File: config.mk
export PLATFORM = sky130hd
export DESIGN_NAME = dedup_lane_store_truncate_top
export DESIGN_NICKNAME = d
export VERILOG_FILES = /design/src/design/dlst_pkg.sv /design/src/design/dlst_ram.sv /design/src/design/dlst_ctrl.sv /design/src/design/dedup_lane_store_truncate_top.sv
export VERILOG_INCLUDE_DIRS = /design/src /design/src/design
export SDC_FILE = /design/constraint.sdc
export NUM_CORES = 1
export LEC_CHECK = 0
export ABC_AREA = 1
export ABC_CLOCK_PERIOD_IN_PS = 4800
export BUFFER_PORTS_ARGS = -buffer_cell sky130_fd_sc_hd__buf_2
export CORE_ASPECT_RATIO = 0.5
export CORE_MARGIN = 2
export CORE_UTILIZATION = 45
export CTS_BUF_LIST = sky130_fd_sc_hd__clkbuf_16
export CTS_CLUSTER_SIZE = 10
export DETAILED_ROUTE_END_ITERATION = 6
export GPL_ROUTABILITY_DRIVEN = 0
export HOLD_SLACK_MARGIN = 0.15
export PLACE_DENSITY = 0.69
export SLEW_MARGIN = 5
export SYNTH_ARGS = -nofsm -noshare
export SYNTH_HDL_FRONTEND = slang
export SYNTH_SLANG_ARGS = --single-unit
File: constraint.sdc
create_clock -name i_clk -period 4.8 [get_ports i_clk]
set_input_delay 0.96 -clock i_clk [delete_from_list [all_inputs] [get_ports i_clk]]
set_output_delay 0.96 -clock i_clk [all_outputs]
set_load 0.05 [all_outputs]
File: src/design/dedup_lane_store_truncate_top_assert.svh
// ----------------------------------------------------------------------------
// Assertion macros for the dedup lane store
// Shared concurrent assertion forms, clocked and disabled during reset.
// ----------------------------------------------------------------------------
`ifndef DEDUP_LANE_STORE_TRUNCATE_TOP_ASSERT_SVH
`define DEDUP_LANE_STORE_TRUNCATE_TOP_ASSERT_SVH

// property holds on every active edge
`define DLST_ASSERT_ALWAYS(lbl, clk, rstn, prop) \
    lbl: assert property (@(posedge clk) disable iff (!rstn) (prop)) \
        else $error("dlst: invariant violated");

// same-cycle implication
`define DLST_ASSERT_IMPL(lbl, clk, rstn, ante, cons) \
    lbl: assert property (@(posedge clk) disable iff (!rstn) (ante) |-> (cons)) \
        else $error("dlst: implication violated");

// next-cycle implication
`define DLST_ASSERT_NEXT(lbl, clk, rstn, ante, cons) \
    lbl: assert property (@(posedge clk) disable iff (!rstn) (ante) |=> (cons)) \
        else $error("dlst: sequence violated");

`endif

File: src/design/dlst_pkg.sv
// ----------------------------------------------------------------------------
// dlst_pkg
// Types, codes and widths shared by the dedup lane store modules.
// ----------------------------------------------------------------------------
package dlst_pkg;

    localparam int DEPTH_DEFAULT = 16;
    localparam int TAG_W         = 32;
    localparam int OCC_W         = 5;
    localparam int CFG_W         = 5;
    localparam logic [CFG_W-1:0] CFG_LIMIT_RESET = 5'd16;

    typedef logic [OCC_W-1:0] t_occ;

    typedef enum logic [1:0] {
        CMD_INSERT = 2'd0,
        CMD_REMOVE = 2'd1,
        CMD_CLEAR  = 2'd2
    } t_cmd;

    typedef enum logic [2:0] {
        ST_INSERTED  = 3'd0,
        ST_DUPLICATE = 3'd1,
        ST_FULL      = 3'd2,
        ST_REMOVED   = 3'd3,
        ST_NOT_FOUND = 3'd4,
        ST_CLEARED   = 3'd5
    } t_status;

    typedef struct packed {
        t_status                  status;
        logic signed [TAG_W-1:0]  tag;
        t_occ                     occ;
        logic                     is_last;
    } t_result;

endpackage

File: src/design/dlst_ram.sv
// ----------------------------------------------------------------------------
// dlst_ram
// Generic single-write, single-read RAM with a registered read port.
// ----------------------------------------------------------------------------
module dlst_ram #(
    parameter int WIDTH = 32,
    parameter int DEPTH = 16,
    localparam int AW = (DEPTH > 1) ? $clog2(DEPTH) : 1
) (
    input  logic             i_clk,
    input  logic             i_we,
    input  logic [AW-1:0]    i_waddr,
    input  logic [WIDTH-1:0] i_wdata,
    input  logic [AW-1:0]    i_raddr,
    output logic [WIDTH-1:0] o_rdata
);

    logic [WIDTH-1:0] r_mem [DEPTH];
    logic [WIDTH-1:0] r_rdata;

    always_ff @(posedge i_clk) begin
        if (i_we) begin
            r_mem[i_waddr] <= i_wdata;
        end
        r_rdata <= r_mem[i_raddr];
    end

    assign o_rdata = r_rdata;

endmodule

File: src/design/dlst_ctrl.sv
// ----------------------------------------------------------------------------
// dlst_ctrl
// Sequencer for the tag store: circular-buffer addressing, RAM scan,
// insert commit, oldest-first removal emission and the result register.
// ----------------------------------------------------------------------------
`include "dedup_lane_store_truncate_top_assert.svh"

module dlst_ctrl #(
    parameter int DEPTH = dlst_pkg::DEPTH_DEFAULT,
    localparam int AW = $clog2(DEPTH),
    localparam int CW = $clog2(DEPTH + 1)
) (
    input  logic                            i_clk,
    input  logic                            i_rst_n,
    input  logic                            i_in_valid,
    output logic                            o_in_ready,
    input  logic [1:0]                      i_cmd,
    input  logic signed [dlst_pkg::TAG_W-1:0] i_tag,
    input  logic [CW-1:0]                   i_limit,
    output logic                            o_out_valid,
    input  logic                            i_out_ready,
    output dlst_pkg::t_result               o_result,
    output logic                            o_ram_we,
    output logic [AW-1:0]                   o_ram_waddr,
    output logic [dlst_pkg::TAG_W-1:0]      o_ram_wdata,
    output logic [AW-1:0]                   o_ram_raddr,
    input  logic [dlst_pkg::TAG_W-1:0]      i_ram_rdata
);

    localparam logic [AW:0]   DEPTH_S = (AW + 1)'(DEPTH);
    localparam logic [AW-1:0] LAST_PHYS = AW'(DEPTH - 1);

    typedef enum logic [1:0] {
        S_IDLE,
        S_SEARCH,
        S_EMIT_RD,
        S_EMIT_OUT
    } t_state;

    t_state                          r_state;
    dlst_pkg::t_cmd                  r_cmd;
    logic signed [dlst_pkg::TAG_W-1:0] r_tag;
    logic [CW-1:0]                   r_count;
    logic [AW-1:0]                   r_head;
    logic [CW-1:0]                   r_idx;
    logic                            r_cmp_v;
    logic [AW-1:0]                   r_cmp_idx;
    logic [AW-1:0]                   r_pos;
    logic [AW-1:0]                   r_slot;
    logic                            r_out_valid;
    dlst_pkg::t_result               r_result;

    logic          can_load;
    logic          in_acc;
    logic          cmp_hit;
    logic          scan_end;
    logic [AW-1:0] head_m1;

    function automatic logic [AW-1:0] f_phys(input logic [AW-1:0] h, input logic [AW-1:0] i);
        logic [AW:0] s;
        s = {1'b0, h} + {1'b0, i};
        if (s >= DEPTH_S) begin
            s = s - DEPTH_S;
        end
        return s[AW-1:0];
    endfunction

    assign can_load   = !r_out_valid || i_out_ready;
    assign o_in_ready = (r_state == S_IDLE) && can_load;
    assign in_acc     = i_in_valid && o_in_ready;
    assign cmp_hit    = r_cmp_v && (i_ram_rdata == r_tag);
    assign scan_end   = !r_cmp_v && (r_idx == r_count);
    assign head_m1    = (r_head == '0) ? LAST_PHYS : r_head - 1'b1;

    assign o_ram_raddr = (r_state == S_SEARCH) ? f_phys(r_head, r_idx[AW-1:0])
                                               : f_phys(r_head, r_slot);
    assign o_ram_we    = (r_state == S_SEARCH) && scan_end && (r_cmd == dlst_pkg::CMD_INSERT);
    assign o_ram_waddr = head_m1;
    assign o_ram_wdata = r_tag;

    assign o_out_valid = r_out_valid;
    assign o_result    = r_result;

    always_ff @(posedge i_clk) begin
        if (!i_rst_n) begin
            r_state     <= S_IDLE;
            r_out_valid <= 1'b0;
            r_count     <= '0;
            r_head      <= '0;
            r_cmp_v     <= 1'b0;
        end else begin
            if (r_out_valid && i_out_ready) begin
                r_out_valid <= 1'b0;
            end
            unique case (r_state)
                S_IDLE: begin
                    if (in_acc) begin
                        r_cmd   <= dlst_pkg::t_cmd'(i_cmd);
                        r_tag   <= i_tag;
                        r_idx   <= '0;
                        r_cmp_v <= 1'b0;
                        unique case (dlst_pkg::t_cmd'(i_cmd))
                            dlst_pkg::CMD_INSERT: begin
                                if (r_count >= i_limit) begin
                                    r_out_valid <= 1'b1;
                                    r_result    <= '{dlst_pkg::ST_FULL, i_tag,
                                                     dlst_pkg::t_occ'(r_count), 1'b1};
                                end else begin
                                    r_state <= S_SEARCH;
                                end
                            end
                            dlst_pkg::CMD_REMOVE: begin
                                r_state <= S_SEARCH;
                            end
                            dlst_pkg::CMD_CLEAR: begin
                                r_count     <= '0;
                                r_out_valid <= 1'b1;
                                r_result    <= '{dlst_pkg::ST_CLEARED, i_tag, '0, 1'b1};
                            end
                            default: begin
                            end
                        endcase
                    end
                end
                S_SEARCH: begin
                    if (cmp_hit) begin
                        if (r_cmd == dlst_pkg::CMD_INSERT) begin
                            r_out_valid <= 1'b1;
                            r_result    <= '{dlst_pkg::ST_DUPLICATE, r_tag,
                                             dlst_pkg::t_occ'(r_count), 1'b1};
                            r_state     <= S_IDLE;
                        end else begin
                            r_pos   <= r_cmp_idx;
                            r_slot  <= AW'(r_count - 1'b1);
                            r_state <= S_EMIT_RD;
                        end
                        r_cmp_v <= 1'b0;
                    end else if (scan_end) begin
                        r_out_valid <= 1'b1;
                        if (r_cmd == dlst_pkg::CMD_INSERT) begin
                            r_head   <= head_m1;
                            r_count  <= r_count + 1'b1;
                            r_result <= '{dlst_pkg::ST_INSERTED, r_tag,
                                          dlst_pkg::t_occ'(r_count + 1'b1), 1'b1};
                        end else begin
                            r_result <= '{dlst_pkg::ST_NOT_FOUND, r_tag,
                                          dlst_pkg::t_occ'(r_count), 1'b1};
                        end
                        r_state <= S_IDLE;
                    end else if (r_idx < r_count) begin
                        r_cmp_v   <= 1'b1;
                        r_cmp_idx <= r_idx[AW-1:0];
                        r_idx     <= r_idx + 1'b1;
                    end else begin
                        r_cmp_v <= 1'b0;
                    end
                end
                S_EMIT_RD: begin
                    r_state <= S_EMIT_OUT;
                end
                S_EMIT_OUT: begin
                    if (can_load) begin
                        r_out_valid <= 1'b1;
                        r_result    <= '{dlst_pkg::ST_REMOVED, i_ram_rdata,
                                         dlst_pkg::t_occ'(r_slot), r_slot == r_pos};
                        if (r_slot == r_pos) begin
                            r_count <= CW'(r_pos);
                            r_state <= S_IDLE;
                        end else begin
                            r_slot  <= r_slot - 1'b1;
                            r_state <= S_EMIT_RD;
                        end
                    end
                end
                default: begin
                    r_state <= S_IDLE;
                end
            endcase
        end
    end

    `DLST_ASSERT_IMPL(a_search_out_empty, i_clk, i_rst_n, r_state == S_SEARCH, !r_out_valid)
    `DLST_ASSERT_ALWAYS(a_count_bound, i_clk, i_rst_n, r_count <= CW'(DEPTH))
    `DLST_ASSERT_NEXT(a_emit_step, i_clk, i_rst_n,
        (r_state == S_EMIT_OUT) && can_load && (r_slot != r_pos),
        (r_state == S_EMIT_RD) && (r_slot == AW'($past(r_slot) - 1'b1)))

endmodule

File: src/design/dedup_lane_store_truncate_top.sv
// ----------------------------------------------------------------------------
// dedup_lane_store_truncate_top
// Bounded, duplicate-free tag store, newest first, held in a block RAM.
// ----------------------------------------------------------------------------
// Commands arrive on the slave stream (tuser = command, tdata = tag). Tags live
// in a circular buffer in one RAM; an insert writes the slot just below the head.
// Full and clear answer in the cycle after the beat is taken. Insert and remove scan
// the RAM one entry per cycle from the newest, and the next beat is taken only
// once the result has loaded and the output can take a new result. A remove then
// emits one beat per departing entry, oldest first, each a RAM read then a result
// load, plus output stalls.
// The capacity register may be written only while the block is idle.

module dedup_lane_store_truncate_top #(
    parameter int DEPTH = dlst_pkg::DEPTH_DEFAULT
) (
    input  logic        i_clk,
    input  logic        i_rst_n,
    input  logic        s_axis_tvalid,
    output logic        s_axis_tready,
    input  logic [31:0] s_axis_tdata,   // [31:0] tag_value
    input  logic [1:0]  s_axis_tuser,   // [1:0] command
    output logic        m_axis_tvalid,
    input  logic        m_axis_tready,
    output logic [39:0] m_axis_tdata,   // [31:0] departed_tag, [36:32] occupancy, zero pad
    output logic [2:0]  m_axis_tuser,   // [2:0] status
    output logic        m_axis_tlast,
    input  logic        i_cfg_valid,
    output logic        o_cfg_ready,
    input  logic [4:0]  i_cfg_data      // [4:0] capacity_limit
);

    localparam int AW = $clog2(DEPTH);
    localparam int CW = $clog2(DEPTH + 1);
    localparam int LW = (CW > dlst_pkg::CFG_W) ? CW : dlst_pkg::CFG_W;

    logic [dlst_pkg::CFG_W-1:0] r_cfg_limit;
    logic [LW-1:0]              cfg_ext;
    logic [LW-1:0]              lim_clamped;
    logic [CW-1:0]              limit;

    logic                         ram_we;
    logic [AW-1:0]                ram_waddr;
    logic [dlst_pkg::TAG_W-1:0]   ram_wdata;
    logic [AW-1:0]                ram_raddr;
    logic [dlst_pkg::TAG_W-1:0]   ram_rdata;
    dlst_pkg::t_result            result;

    assign o_cfg_ready = 1'b1;

    always_ff @(posedge i_clk) begin
        if (!i_rst_n) begin
            r_cfg_limit <= dlst_pkg::CFG_LIMIT_RESET;
        end else if (i_cfg_valid && o_cfg_ready) begin
            r_cfg_limit <= i_cfg_data;
        end
    end

    always_comb begin
        cfg_ext = LW'(r_cfg_limit);
        priority if (cfg_ext > LW'(DEPTH)) begin
            lim_clamped = LW'(DEPTH);
        end else if (cfg_ext == '0) begin
            lim_clamped = LW'(1);
        end else begin
            lim_clamped = cfg_ext;
        end
        limit = CW'(lim_clamped);
    end

    dlst_ctrl #(
        .DEPTH (DEPTH)
    ) u_ctrl (
        .i_clk       (i_clk),
        .i_rst_n     (i_rst_n),
        .i_in_valid  (s_axis_tvalid),
        .o_in_ready  (s_axis_tready),
        .i_cmd       (s_axis_tuser),
        .i_tag       (s_axis_tdata),
        .i_limit     (limit),
        .o_out_valid (m_axis_tvalid),
        .i_out_ready (m_axis_tready),
        .o_result    (result),
        .o_ram_we    (ram_we),
        .o_ram_waddr (ram_waddr),
        .o_ram_wdata (ram_wdata),
        .o_ram_raddr (ram_raddr),
        .i_ram_rdata (ram_rdata)
    );

    dlst_ram #(
        .WIDTH (dlst_pkg::TAG_W),
        .DEPTH (DEPTH)
    ) u_slots (
        .i_clk   (i_clk),
        .i_we    (ram_we),
        .i_waddr (ram_waddr),
        .i_wdata (ram_wdata),
        .i_raddr (ram_raddr),
        .o_rdata (ram_rdata)
    );

    assign m_axis_tdata = {3'b000, result.occ, result.tag};
    assign m_axis_tuser = result.status;
    assign m_axis_tlast = result.is_last;

endmodule
### Word level (Yosys, flattened, before mapping)

Memories as Yosys holds them, arrays and structs flattened. A register that Yosys moved wholly into a read port is not among the register bits.
Index checks and enable logic that the tools add are counted.

| cells by class | value |
|---|---|
| reductions and logical operators | 28 |
| $lt $le $gt $ge | 5 |
| equal/unequal tests | 27 |
| bitwise logic cells | 3 |
| add/subtract/negate cells | 9 |
| muxes and demuxes | 58 |

Operator list:

| kind | count |
|---|---|
| 41-bit two-way mux | 7 |
| 41-bit case mux with 3 select lines | 1 |
| 41-bit case mux with 2 select lines | 1 |
| 5-bit two-way mux | 13 |
| 32-bit equality test | 1 |
| 4-bit two-way mux | 8 |
| 4-bit by 1-bit subtractor with 4-bit output (second input constant) | 5 |
| 8-bit AND reduction | 2 |
| 3-bit != test (second input constant) | 5 |
| 5-bit case mux with 3 select lines | 1 |
| 2-bit two-way mux | 7 |
| 2-bit != test (second input constant) | 7 |
| 1-bit two-way mux | 13 |
| 6-bit AND reduction | 2 |
| 4-bit by 4-bit adder with 5-bit output | 2 |
| 5-bit by 1-bit adder with 5-bit output (second input constant) | 2 |
| 5-bit greater-or-equal comparator (second input constant) | 2 |
| 2-bit by 1-bit != test with 1-bit output (second input constant) | 5 |
| 5-bit case mux with 2 select lines | 1 |
| 5-bit AND reduction | 2 |
| 2-bit case mux with 4 select lines | 1 |
| 4-bit case mux with 2 select lines | 1 |
| 4-bit AND reduction | 2 |
| 1-bit logical AND | 7 |
| other kinds (21) | 32 |

| word-level totals | value |
|---|---|
| logic and storage cells | 147 |
| bits in writable memories | 512 |
| input bits | 44 |
| memories | 1 |
| flip-flop bits (word level) | 110 |

Memories:

| memory | depth | width | rd ports | clocked after memory_dff | wr ports | line | text |
|---|---|---|---|---|---|---|---|
| u_slots.r_mem | 16 | 32 | 1 | 1 | 1 | dlst_ram.sv:18 | `logic [WIDTH-1:0] r_mem [DEPTH];` |

### Depth between registers and ports, before layout

Gate-level depths: netlist of run 1.

| logic depth | value |
|---|---|
| depth after elaboration | 8 |
| gate-level depth with buffers | 19 |

### By module

From an unflattened synthesis of run 1, not the netlist that was laid out.

| unflattened totals | value |
|---|---|
| cell total of the unflattened synthesis | 2773 |
| area total of the unflattened synthesis | 28562.4 um^2 |

By module, submodules not included:

| module | sequential area each (um^2) | area each (um^2) | cells each | instances |
|---|---|---|---|---|
| dlst_ram | 16015.4 | 22730.6 | 2120 | 1 |
| dlst_ctrl | 3022.9 | 5574.1 | 613 | 1 |
| dedup_lane_store_truncate_top | 100.1 | 257.7 | 40 | 1 |

### Least setup slack after synthesis of run 1

No wires, ideal clock.

| timing path | value |
|---|---|
| path type | flip-flop to flip-flop |
| start point | reg r_cfg_limit (netlist bit cfg_ext[3]) |
| end point | reg u_ctrl.r_result (netlist bit u_ctrl.o_result[0]) (enable) |
| library setup time | 0.490 ns |
| data required time | 4.310 ns |
| data arrival time | 4.365 ns |
| cell stages (with the launch flop) | 14 |
| path buffers | 0 |
| slack | -0.055 ns |
| clock period less this slack | 4.855 ns |
| path through | dfxtp_1 -> inv_1 -> nand3_1 -> o21ai_0 -> nand2_1 -> ha_1 -> nand2_1 -> o21ai_0 -> nand3_1 -> nand2_1 -> nand2_1 -> nand2_1 -> o211ai_1 -> nor3_1 |

| between the ends | value |
|---|---|
| word-level cells in the longest chain between the ends | 6 |
| elaborated cells between the ends (all ways) | 7 |

Ends and longest elaborated chain:

| element | line | text |
|---|---|---|
| start: declaration | dedup_lane_store_truncate_top.sv:37 | `logic [dlst_pkg::CFG_W-1:0] r_cfg_limit;` |
| start signal: assignment | dedup_lane_store_truncate_top.sv:53 | `r_cfg_limit <= dlst_pkg::CFG_LIMIT_RESET;` |
| start signal: assignment | dedup_lane_store_truncate_top.sv:55 | `r_cfg_limit <= i_cfg_data;` |
| parallel branches: the longest is 2 deep, another holds 5-bit greater-than comparator | n/a |  |
| 5-bit two-way mux (*) | dedup_lane_store_truncate_top.sv:61 | `priority if (cfg_ext > LW'(DEPTH)) begin` |
| 5-bit greater-or-equal comparator (*) | dlst_ctrl.sv:104 | `if (r_count >= i_limit) begin` |
| 3-bit != test (no line) (*) | n/a |  |
| 8-bit AND reduction (no line) (*) | n/a |  |
| end signal: assignment | dlst_ctrl.sv:106 | `r_result <= '{dlst_pkg::ST_FULL, i_tag,` |
| end signal: assignment | dlst_ctrl.sv:118 | `r_result <= '{dlst_pkg::ST_CLEARED, i_tag, '0, 1'b1};` |
| end signal: assignment | dlst_ctrl.sv:129 | `r_result <= '{dlst_pkg::ST_DUPLICATE, r_tag,` |
| end: declaration | dlst_ctrl.sv:51 | `dlst_pkg::t_result r_result;` |

Every way passes the cells marked *.
A chain may end at the register's enable or synchronous reset.

### Worst setup path in the final report of run 1

| timing path | value |
|---|---|
| start point | reg u_ctrl.r_state[0] |
| end point | reg u_slots.r_rdata[19], in the netlist u_slots.o_rdata[19], read port of u_slots.r_mem |

| between the ends | value |
|---|---|
| word-level cells in the longest chain between the ends | 2 |

Ends and longest elaborated chain:

| element | line | text |
|---|---|---|
| start: declaration | dlst_ctrl.sv:40 | `t_state r_state;` |
| start signal: assignment | dlst_ctrl.sv:86 | `r_state <= S_IDLE;` |
| start signal: assignment | dlst_ctrl.sv:109 | `r_state <= S_SEARCH;` |
| start signal: assignment | dlst_ctrl.sv:113 | `r_state <= S_SEARCH;` |
| 2-bit by 1-bit equality test with 1-bit output | dlst_ctrl.sv:75 | `assign o_ram_raddr = (r_state == S_SEARCH) ? f_phys(r_head, r_idx[AW-1:0])` |
| 4-bit two-way mux | dlst_ctrl.sv:75 |  |
| end: declaration | dlst_ram.sv:19 | `logic [WIDTH-1:0] r_rdata;` |

No other way between the ends.

==> results by group, run 1 <==
Synth
  – Seq/Total Area, Yosys: 0.7157
  – Post-Synth XOR/XNOR Area: 0.004258
  – Seq cells post-synth: 654
  – Top-count cell post-synth: edfxtp_1
  – Ys Warns: 0
  – Compound-Gate Fraction of Synth Area: 0.1081
  – Synth async-reset ratio: 0
  – Synth area leaders: edfxtp_1, nand2_1, nor2_1
  – Number of synthesized flops with an enable pin: 604
  – Largest family of logic cells by synthesized area: compound AO/OA/AOI/OAI gates
  – Cell area after synthesis: 0.02674 mm^2
  – Distinct cells, synth: 46
  – Post-Synthesis Mean Instance Area: 12.50 um^2
  – Adder-cell share of the synthesized area: 0.01057
  – Post-synth top area cell: edfxtp_1
  – Top post-synthesis cells by count: edfxtp_1, nand2_1, nor2_1
  – Synth top area share: 0.6782
  – Synth Area in Simple Gates: 0.1013
  – Cells after synthesis: 2139
  – Top FF cell, synth: edfxtp_1
  – Mux contribution to synthesized area: 0.02396

Timing
  – Post-route clock period utilization: 0.8126
  – Final hold violation count: 0
  – Unrepaired setup endpoints after global routing: false
  – Clk_skew: 26.91 ps
  – F_max: 256.4 MHz
  – Post-layout minimum cycle time: 3900 ps
  – Min Hold Slack: 416.4 ps
  – Worst slew pin tran: 936.6 ps
  – Setup TNS: 0 ps
  – Fin. max-slew vios: 0
  – Final setup viols: 0
  – Worst slew margin: 0.3699

CTS
  – Root buf cell: clkbuf_16
  – Clk sink count: 654
  – H-tree levels: 3
  – # resized after CTS: 0
  – Worst skew pair latency: 600 ps
  – CTS tree: done
  – Post-CTS setup buffer count: 0
  – Worst-path clk slew: 60 ps
  – Clock Path Buffers: 3
  – CTS Hold Bufs: 0
  – CTS Buf Count: 75

Routing
  – Routed Antenna Nets: 0
  – Wire length per cell: 21.92 um
  – Residual DRC: 0
  – Post-Route WL: 67190 um
  – Iteration-0 DRC Markers: 2203
  – Vias: 17540
  – Post-DR vias/cell: 5.721
  – Pre-antenna DRT Iters: 6

Placement
  – DP HPWL: 41270 um
  – Dpl cells: 2933
  – Port bufs: 86

Layout
  – Final nets: 2296
  – Layout cell share with drive strength beyond 1: 0.1068
  – Final core occ: 0.5160
  – N_diodes: 0
  – Area growth syn-to-layout: 13.76%
  – Final non-filler cell total: 3065

Pwr
  – Design Power: 14.51 mW
  – Reg power frac: 0.471
  – Int Pwr: 10.21 mW
  – Sw Share: 0.2966
  – Comb pwr share: 0.179
  – Pwr dens: 477.1 mW/mm^2
  – P_leak: 11.04 nW
  – Psw: 4.304 mW
  – Power share of the clock group: 0.350
  – VDD IR max: 0.2536 mV

Hold path
  – Hold path depth: 0
  – Hold path start: u_ctrl.r_cmp_idx[0]$_DFFE_PP_
  – Tightest Hold Check Type: flip-flop to flip-flop

Setup path
  – Worst Path Arrival: 4330 ps
  – Critical Path Start Type: flip-flop
  – Crit end category: flip-flop
  – Crit path to: u_slots.o_rdata[19]$_DFF_P_
  – Worst endpoint required time: 5230 ps
  – Crit path kind: flip-flop to flip-flop
  – Reg2Reg Setup Slack: 900 ps
  – Reg2reg end: u_slots.o_rdata[19]$_DFF_P_
  – Register-to-Register Path Depth: 12
  – Worst path slowest cell: fa_4
  – Worst r2r src: u_ctrl.r_state[0]$_SDFFE_PN0P_
  – Crit. path cell count: 12
  – Worst-path fanout max: 44
  – CP peak stage delay: 1170 ps
  – CP Launch Point: u_ctrl.r_state[0]$_SDFFE_PN0P_
  – Critical path, cell by cell: inv_2, nor2_4, clkinv_1, nor2_1, o21bai_1, inv_1, ha_4, fa_4, buf_4, a21oi_1, o311ai_1, o21ai_0
  – Worst path buffer plus inverter count: 4
  – Delay-heaviest family, CP: adder cells

Floorplan
  – Num rows: 63
  – Die footprint: 0.06151 mm^2
  – Die X: 348.8 um
  – Initial Util: 0.4535
  – Chip Height: 176.4 um
  – IO Pins: 91
  – Core area: 0.05896 mm^2

Global route
  – Vias in the first global route: 16380
  – Gr usage total: 0.2151
  – First-pass GRT wire length: 99560 um
  – Gr ovfl total: 0
  – Largest net degree at the start of global routing: 148
  – Antenna violations before repair: 1

Job
  – Total of max-cap violations: 0

Status
  – Status: finished clean
-- sequential cells by signal (all words and copies together), names as in the netlist, 5 cells and up --
register / cells
cfg_ext: 5
u_ctrl.r_idx: 5
u_slots.r_mem: 512
u_slots.o_rdata: 32
u_ctrl.o_result: 41
u_ctrl.o_ram_wdata: 32
u_ctrl.r_count: 5
-- layout by cell type, fill, tap and decap left out, types with 2 or more instances in the layout --
master	netlist	layout
edfxtp_1	604	604
nand2_1	356	355
nor2_1	280	263
o21ai_0	192	192
inv_1	113	162
o221ai_1	96	96
a21oi_1	91	91
buf_2	22	86
clkbuf_16	0	77
mux2i_1	64	64
dfxtp_1	50	50
buf_4	5	40
o31ai_1	34	34
o311ai_1	27	27
ha_1	21	20
nor2_4	1	18
nand4_1	17	17
nand3_1	16	16
nor3_1	12	11
o21bai_1	5	5
buf_12	0	5
xnor2_1	5	4
o311ai_0	4	4
conb_1	2	4
clkinv_8	0	4
clkinv_1	3	3
xor2_1	3	3
nor4_1	3	3
or2_2	2	2
o21ai_1	2	2
nand3b_1	2	2
o211ai_1	2	2
-- power groups by stage --
stage / Combinational [mW] / Sequential (mW) / Clock (mW)
finish: 2.60 / 6.83 / 5.08
global route: 2.85 / 6.85 / 5.37
CTS: 2.58 / 6.82 / 5.15
detailed placement: 2.56 / 6.93 / 0
global placement: 2.51 / 6.93 / 0
floorplan: 1.70 / 6.89 / 0
-- layout make-up --
class | instances | area, um^2
sequential | 654 | 19140
clock inverter | 55 | 282.8
fill | 4806 | 28540
multi-input combinational | 1251 | 6823
timing repair buffer | 131 | 830.8
clock buffer | 77 | 1927
inverter | 117 | 444.2
tap | 780 | 975.9
-- metrics by stage --
stage          setup WS (ps)  cell area (um^2)
3_3_place_gp           997.3             28210
2_1_floorplan           1197             26750
4_1_cts                976.9             30420
6_report               899.5             30420
5_1_grt                732.8             30420
3_5_place_dp           985.3             28210
-- routing by layer --
| metal | global-route usage | part of all wire | wire, um |
|---|---|---|---|
| met5 | 0 | 0 | 0 |
| met4 | 0.09375 | 0.040 | 2718 |
| met3 | 0.04383 | 0.094 | 6315 |
| met2 | 0.3215 | 0.45 | 29930 |
| met1 | 0.3067 | 0.42 | 28230 |
-- kinds of logic after synthesis --
logic type	Yosys count
AOI/OAI and AO/OA	459
xor gates and xnor gates	10
adders and majority gates	22
buffers and inverters	236
DFF	654
muxes	64
other	2
and+or+nand+nor	692
-- worst min path at each step --
stage / endpoint
after global routing: u_ctrl.r_pos[2]$_DFFE_PP_
after global placement: u_ctrl.r_pos[0]$_DFFE_PP_
after detailed placement: u_ctrl.r_pos[3]$_DFFE_PP_
final: u_ctrl.r_pos[0]$_DFFE_PP_
after floorplan: u_ctrl.r_pos[0]$_DFFE_PP_
after CTS: u_ctrl.r_pos[3]$_DFFE_PP_
Note: power is estimated with default switching activity, not from simulation.
==> inputs of run 2 (changes only) <==
--- a/config.mk
+++ b/config.mk
@@ -6,8 +6,8 @@
 export SDC_FILE = /design/constraint.sdc
 export NUM_CORES = 1
 export LEC_CHECK = 0
-export ABC_AREA = 1
-export ABC_CLOCK_PERIOD_IN_PS = 4800
+export ABC_AREA = 0
+export ABC_CLOCK_PERIOD_IN_PS = 3600
 export BUFFER_PORTS_ARGS = -buffer_cell sky130_fd_sc_hd__buf_2
 export CORE_ASPECT_RATIO = 0.5
 export CORE_MARGIN = 2
@@ -17,7 +17,7 @@
 export DETAILED_ROUTE_END_ITERATION = 6
 export GPL_ROUTABILITY_DRIVEN = 0
 export HOLD_SLACK_MARGIN = 0.15
-export PLACE_DENSITY = 0.69
+export PLACE_DENSITY = 0.67
 export SLEW_MARGIN = 5
 export SYNTH_ARGS = -nofsm -noshare
 export SYNTH_HDL_FRONTEND = slang
==> constraint.sdc (replaced) <==
create_clock -name i_clk -period 3.6 [get_ports i_clk]
set_input_delay 0.72 -clock i_clk [delete_from_list [all_inputs] [get_ports i_clk]]
set_output_delay 0.72 -clock i_clk [all_outputs]
set_load 0.05 [all_outputs]
==> run 2 against run 1 <==
- synthesized cell count shrank 41%
- count of clock-buffer cells in the layout shrank 1
- sequential power grew 25%
- sequential cell count is the same
==> results by group, run 2 <==
Layout
  – Layout cell share with drive strength beyond 1: 0.2925
  – Largest register FFs: 512
  – Area of the multi-input gates: 0.006279 mm^2
  – Final non-filler cell total: 2250
  – Most common cell after layout, fill and taps aside: edfxtp_1
  – Reg with most FFs: u_slots.r_mem
  – Commonest non-fill, non-tap cells in the layout: edfxtp_1, mux4_2, buf_2
  – Final nets: 1504
  – FF/Latch Area: 0.01914 mm^2
  – N_diodes: 0
  – Fill count: 4287
  – Final core occ: 0.5350
  – Area growth syn-to-layout: 16.93%

Setup path
  – Crit end category: flip-flop
  – Worst r2r src: u_ctrl.o_ram_wdata[28]$_DFFE_PP_
  – Critical path, cell by cell: xor2_1, nor4_1, nand3_1, nor3_2, nor2_4, a2111oi_4, buf_4
  – Crit path kind: flip-flop to flip-flop
  – Worst endpoint required time: 3870 ps
  – Reg2Reg Setup Slack: 220 ps
  – Worst path slowest cell: edfxtp_1
  – Worst Path Arrival: 3650 ps
  – Worst-path fanout max: 18
  – CP Launch Point: u_ctrl.o_ram_wdata[28]$_DFFE_PP_
  – CP peak stage delay: 720 ps
  – Critical Path Start Type: flip-flop

Pwr
  – VDD IR max: 0.3066 mV
  – Pwr dens: 544.7 mW/mm^2
  – Psw: 3.613 mW
  – Int Pwr: 12.67 mW
  – P_leak: 9.916 nW
  – Sw Share: 0.2219
  – Power share of the clock group: 0.414
  – Reg power frac: 0.524
  – Comb pwr share: 0.062

Timing
  – Fin. max-slew vios: 0
  – Final setup viols: 0
  – F_max: 296.2 MHz
  – Worst slew pin tran: 987.3 ps
  – Post-route clock period utilization: 0.9379
  – Worst slew margin: 0.3418
  – Setup TNS: 0 ps
  – Unrepaired setup endpoints after global routing: false
  – Min Hold Slack: 315.0 ps
  – Clk_skew: 19.32 ps
  – Final hold violation count: 0
  – Post-layout minimum cycle time: 3376 ps

Synth
  – Top FF cell, synth: edfxtp_1
  – Seq cells post-synth: 654
  – Distinct cells, synth: 61
  – Synth top area share: 0.7095
  – Ys Warns: 0
  – Cells after synthesis: 1257
  – Post-synth top area cell: edfxtp_1
  – Top post-synthesis cells by count: edfxtp_1, mux4_2, nor2_1
  – Post-Synthesis Mean Instance Area: 20.34 um^2
  – Seq/Total Area, Yosys: 0.7486
  – Top-count cell post-synth: edfxtp_1
  – Synth area leaders: edfxtp_1, mux4_2, dfxtp_1
  – Number of synthesized flops with an enable pin: 604
  – Synth async-reset ratio: 0
  – Cell area after synthesis: 0.02556 mm^2

Floorplan
  – Core area: 0.05587 mm^2
  – Chip Height: 172.5 um
  – Die X: 341.1 um
  – Num rows: 61
  – Initial Util: 0.4576
  – Die footprint: 0.05885 mm^2
  – IO Pins: 91

Global route
  – First-pass GRT wire length: 86530 um
  – Antenna violations before repair: 0
  – Largest net degree at the start of global routing: 80
  – Gr usage total: 0.1988
  – Gr ovfl total: 0
  – Vias in the first global route: 13440

Routing
  – Residual DRC: 0
  – Routed Antenna Nets: 0
  – Post-Route WL: 58220 um
  – Pre-antenna DRT Iters: 5
  – Wire length per cell: 25.88 um
  – Vias: 13060
  – Iteration-0 DRC Markers: 1496
  – Post-DR vias/cell: 5.806

Status
  – Status: finished clean

CTS
  – CTS Hold Bufs: 0
  – Worst skew pair latency: 600 ps
  – Worst-path clk slew: 60 ps
  – Clk sink count: 654
  – Clock Path Buffers: 3
  – CTS Buf Count: 75
  – H-tree levels: 3
  – CTS tree: done
  – Root buf cell: clkbuf_16

Placement
  – Dpl cells: 2114
  – DP HPWL: 33370 um
  – Port bufs: 86

Job
  – Total of max-cap violations: 0

Hold path
  – Hold path start: s_axis_tdata[19]
  – Tightest Hold Check Type: primary input to flip-flop
## run 2: kinds of logic after synthesis
logic type               synth area share
XOR/XNOR                          0.01571
other                           0.0002938
adder cells (fa/ha/maj)           0.01106
multiplexers                       0.1581
AND/OR/NAND/NOR                   0.03025
buffers and inverters             0.01375
AO/OA/AOI/OAI                     0.02217
flip-flops                         0.7486
## run 2: repair_timing
item	4_1_cts	5_1_grt
setup buffers	1	2
endpoints found under the setup margin	39	31
resized for setup	1	0
## run 2: path summary, 6_finish.rpt
| check | endpoint | cells after the start |
|---|---|---|
| setup / recovery | u_ctrl.o_result[27]$_DFFE_PP_ | 7 |
| hold / removal | u_ctrl.o_ram_wdata[19]$_DFFE_PP_ | 1 |
| setup reg to reg | u_ctrl.o_result[27]$_DFFE_PP_ | 7 |
| hold reg to reg | u_ctrl.r_pos[2]$_DFFE_PP_ | 0 |
## run 2: power by group through the flow
stage	logic [mW]	registers, mW	clock network (mW)
6_report	1.01	8.53	6.74
5_1_grt	1.08	8.54	7.17
4_1_cts	1.02	8.53	6.86
3_5_place_dp	1.01	8.69	0
3_3_place_gp	0.983	8.68	0
2_1_floorplan	0.594	8.76	0
## run 2: final cells by class
class / instances / area share
sequential: 654 / 0.6403
multi-input combinational: 527 / 0.2100
clock buffer: 76 / 0.06362
timing repair buffer: 164 / 0.04236
tap: 756 / 0.03164
clock inverter: 57 / 0.01000
inverter: 16 / 0.002009
## run 2: layer usage
layer | global-route usage | part of all wire | wire length, um | vias up
li1 | - | - | - | 5512
met1 | 0.2848 | 0.43 | 25080 | 6926
met2 | 0.3199 | 0.49 | 28240 | 538
met3 | 0.03210 | 0.063 | 3674 | 88
met4 | 0.05433 | 0.021 | 1219 | 0
met5 | 0 | 0 | 0 | -
## run 2: metrics by stage
step | instance area [um^2] | power [mW] | setup WS, ps
after floorplan | 25620 | 9.350 | -695.1
after global placement | 27660 | 9.666 | -25.72
after detailed placement | 27660 | 9.699 | -74.70
after CTS | 29880 | 16.41 | 36.18
after global routing | 29890 | 16.79 | 25.61
final | 29890 | 16.28 | 223.5
## run 2: worst max-delay path, delay by kind of cell (launching register included)
family / cells / cell delay [ps]
simple gates: 4 / 1200
compound gates: 1 / 480
flops: 1 / 720
xor+xnor: 1 / 280
buf+inv: 1 / 360
==> inputs of run 3 (changes only) <==
--- a/config.mk
+++ b/config.mk
@@ -7,7 +7,7 @@
 export NUM_CORES = 1
 export LEC_CHECK = 0
 export ABC_AREA = 0
-export ABC_CLOCK_PERIOD_IN_PS = 3600
+export ABC_CLOCK_PERIOD_IN_PS = 3300
 export BUFFER_PORTS_ARGS = -buffer_cell sky130_fd_sc_hd__buf_2
 export CORE_ASPECT_RATIO = 0.5
 export CORE_MARGIN = 2
==> constraint.sdc (replaced) <==
create_clock -name i_clk -period 3.3 [get_ports i_clk]
set_input_delay 0.66 -clock i_clk [delete_from_list [all_inputs] [get_ports i_clk]]
set_output_delay 0.66 -clock i_clk [all_outputs]
set_load 0.05 [all_outputs]
==> run 3 against run 2 <==
- cell count up 1.0%
- worst setup slack got worse by 54 ps
- first-iteration DRC count fell by 19%
- non-clock buffer count rose by 29
- combinational power increased by 16%
- sequential cell count did not move
- critical path type unchanged
- die area did not move
- clock skew is 5.2 ps higher
- sequential share of layout area fell by 0.72 points
- fmax is 7.9% higher
- highest routed layer unchanged
- register-to-register slack worse by 50 ps
==> results by group, run 3 (synthesis gave the netlist of run 2 again) <==
Pwr
  – Design Power: 17.87 mW
  – Pwr dens: 591.1 mW/mm^2
  – Sw Share: 0.2222
  – Psw: 3.972 mW
  – Power share of the clock group: 0.415
  – VDD IR max: 0.3721 mV
  – Reg power frac: 0.519
  – Int Pwr: 13.90 mW
  – Comb pwr share: 0.066
  – P_leak: 10.08 nW

Timing
  – Final setup viols: 0
  – Unrepaired setup endpoints after global routing: false
  – F_max: 319.5 MHz
  – Post-route clock period utilization: 0.9486
  – Final hold violation count: 0
  – Clk_skew: 24.51 ps
  – Min Hold Slack: 241.0 ps
  – Worst slew margin: 0.3484
  – Fin. max-slew vios: 0
  – Setup WS post-layout: 169.7 ps
  – Worst slew pin tran: 977.5 ps
  – Post-layout minimum cycle time: 3130 ps

CTS
  – Worst skew pair latency: 610 ps
  – CTS tree: done
  – Clock Path Buffers: 3
  – Root buf cell: clkbuf_16
  – H-tree levels: 3
  – CTS Hold Bufs: 0
  – Worst-path clk slew: 60 ps
  – Clk sink count: 654
  – CTS Buf Count: 75

Layout
  – Layout cell share with drive strength beyond 1: 0.3065
  – Final non-filler cell total: 2273
  – Final core occ: 0.5411
  – Reg with most FFs: u_slots.r_mem
  – Commonest non-fill, non-tap cells in the layout: edfxtp_1, mux4_2, buf_2
  – Final nets: 1533
  – Most common cell after layout, fill and taps aside: edfxtp_1
  – N_diodes: 0
  – Area growth syn-to-layout: 18.26%
  – Largest register FFs: 512

Setup path
  – Worst path buffer plus inverter count: 2
  – Worst path slowest cell: fa_4
  – Crit end category: flip-flop
  – Worst Path Arrival: 3610 ps
  – CP peak stage delay: 840 ps
  – CP Launch Point: u_ctrl.r_state[1]$_SDFFE_PN0P_
  – Reg2Reg Setup Slack: 170 ps
  – Delay-heaviest family, CP: adder cells
  – Worst-path fanout max: 22
  – Worst endpoint required time: 3780 ps
  – Critical Path Start Type: flip-flop
  – Reg2reg end: u_slots.o_rdata[12]$_DFF_P_
  – Critical path, cell by cell: nand2b_1, nand2_1, o21ai_1, ha_4, fa_4, buf_12, buf_12, mux4_2, mux4_2
  – Worst r2r src: u_ctrl.r_state[1]$_SDFFE_PN0P_
  – Register-to-Register Path Depth: 9
  – Crit path kind: flip-flop to flip-flop

Routing
  – Post-DR vias/cell: 5.711
  – WL met3: 3828 um
  – Routed Antenna Nets: 0
  – Iteration-0 DRC Markers: 1205
  – WL met1: 24460 um
  – Wire length per cell: 25.74 um
  – Pre-antenna DRT Iters: 5
  – Max layer used: met4
  – Residual DRC: 0
  – Met2 Wirelength: 29210 um
  – Vias: 12980
  – Post-Route WL: 58510 um

Global route
  – Vias in the first global route: 13530
  – Gr ovfl total: 0
  – Gr usage total: 0.2011
  – Largest net degree at the start of global routing: 57
  – Antenna violations before repair: 0
  – First-pass GRT wire length: 87420 um

Floorplan
  – Core area: 0.05587 mm^2
  – Num rows: 61
  – IO Pins: 91
  – Initial Util: 0.4576
  – Die footprint: 0.05885 mm^2
  – Die X: 341.1 um
  – Chip Height: 172.5 um

Hold path
  – Hold path start: s_axis_tdata[24]
  – Hold endpoint: u_ctrl.o_ram_wdata[24]$_DFFE_PP_
  – Tightest Hold Check Type: primary input to flip-flop
  – Hold path depth: 1

Placement
  – Dpl cells: 2142
  – DP HPWL: 34140 um
  – Place WS: 133.6 ps
  – Port bufs: 86

Job
  – Total of max-cap violations: 0

Status
  – Status: finished clean
-- run 3: cell types whose count changed in the layout (fill, tap and decap cells not counted), moves of 2 or more --
cell,before,now
buf_12,20,30
buf_4,58,77
inv_1,65,59
inv_6,2,0
-- run 3: power by group through the flow --
stage | registers, mW | clock network [mW] | logic (mW)
after floorplan | 9.55 | 0 | 0.648
after global placement | 9.44 | 0 | 1.14
after detailed placement | 9.45 | 0 | 1.18
after CTS | 9.28 | 7.53 | 1.18
after global routing | 9.28 | 7.89 | 1.26
final | 9.28 | 7.42 | 1.17
-- run 3: worst max-delay path by stage --
stage | to | cells after the start
2_1_floorplan | u_slots.r_mem[6][0]$_DFFE_PP_ | 8
3_3_place_gp | u_slots.o_rdata[12]$_DFF_P_ | 9
3_5_place_dp | u_slots.o_rdata[17]$_DFF_P_ | 8
4_1_cts | u_slots.o_rdata[12]$_DFF_P_ | 9
5_1_grt | u_slots.o_rdata[29]$_DFF_P_ | 10
6_report | u_slots.o_rdata[12]$_DFF_P_ | 9
-- run 3: cell type report --
cell class,count,area (um^2)
clock buffers,77,1927
clock inverters,50,276.5
fillers,4211,25640
inverters,16,60.06
multi-input cells,527,6272
flip-flops and latches,654,19140
well taps,756,945.9
repair buffers,193,1609
-- run 3: routing by layer --
metal / GRT usage / vias to the layer above
met4: 0.05011 / 0
met2: 0.3360 / 470
li1: - / 5554
met3: 0.03914 / 65
met1: 0.2745 / 6892
met5: 0 / -
-- run 3: through the flow --
| step | TNS (ps) | cell area [um^2] |
|---|---|---|
| after detailed placement | 0 | 28000 |
| after CTS | 0 | 30200 |
| after global placement | 0 | 28000 |
| after global routing | 0 | 30230 |
| after floorplan | -122170 | 25630 |
| final | 0 | 30230 |
-- run 3: what timing repair did --
action | 4_1_cts | 5_1_grt
setup endpoints to repair | 0 | 43
resized for setup | 0 | 1
buffers inserted | 0 | 4
endpoints found under the hold margin | 0 | 0
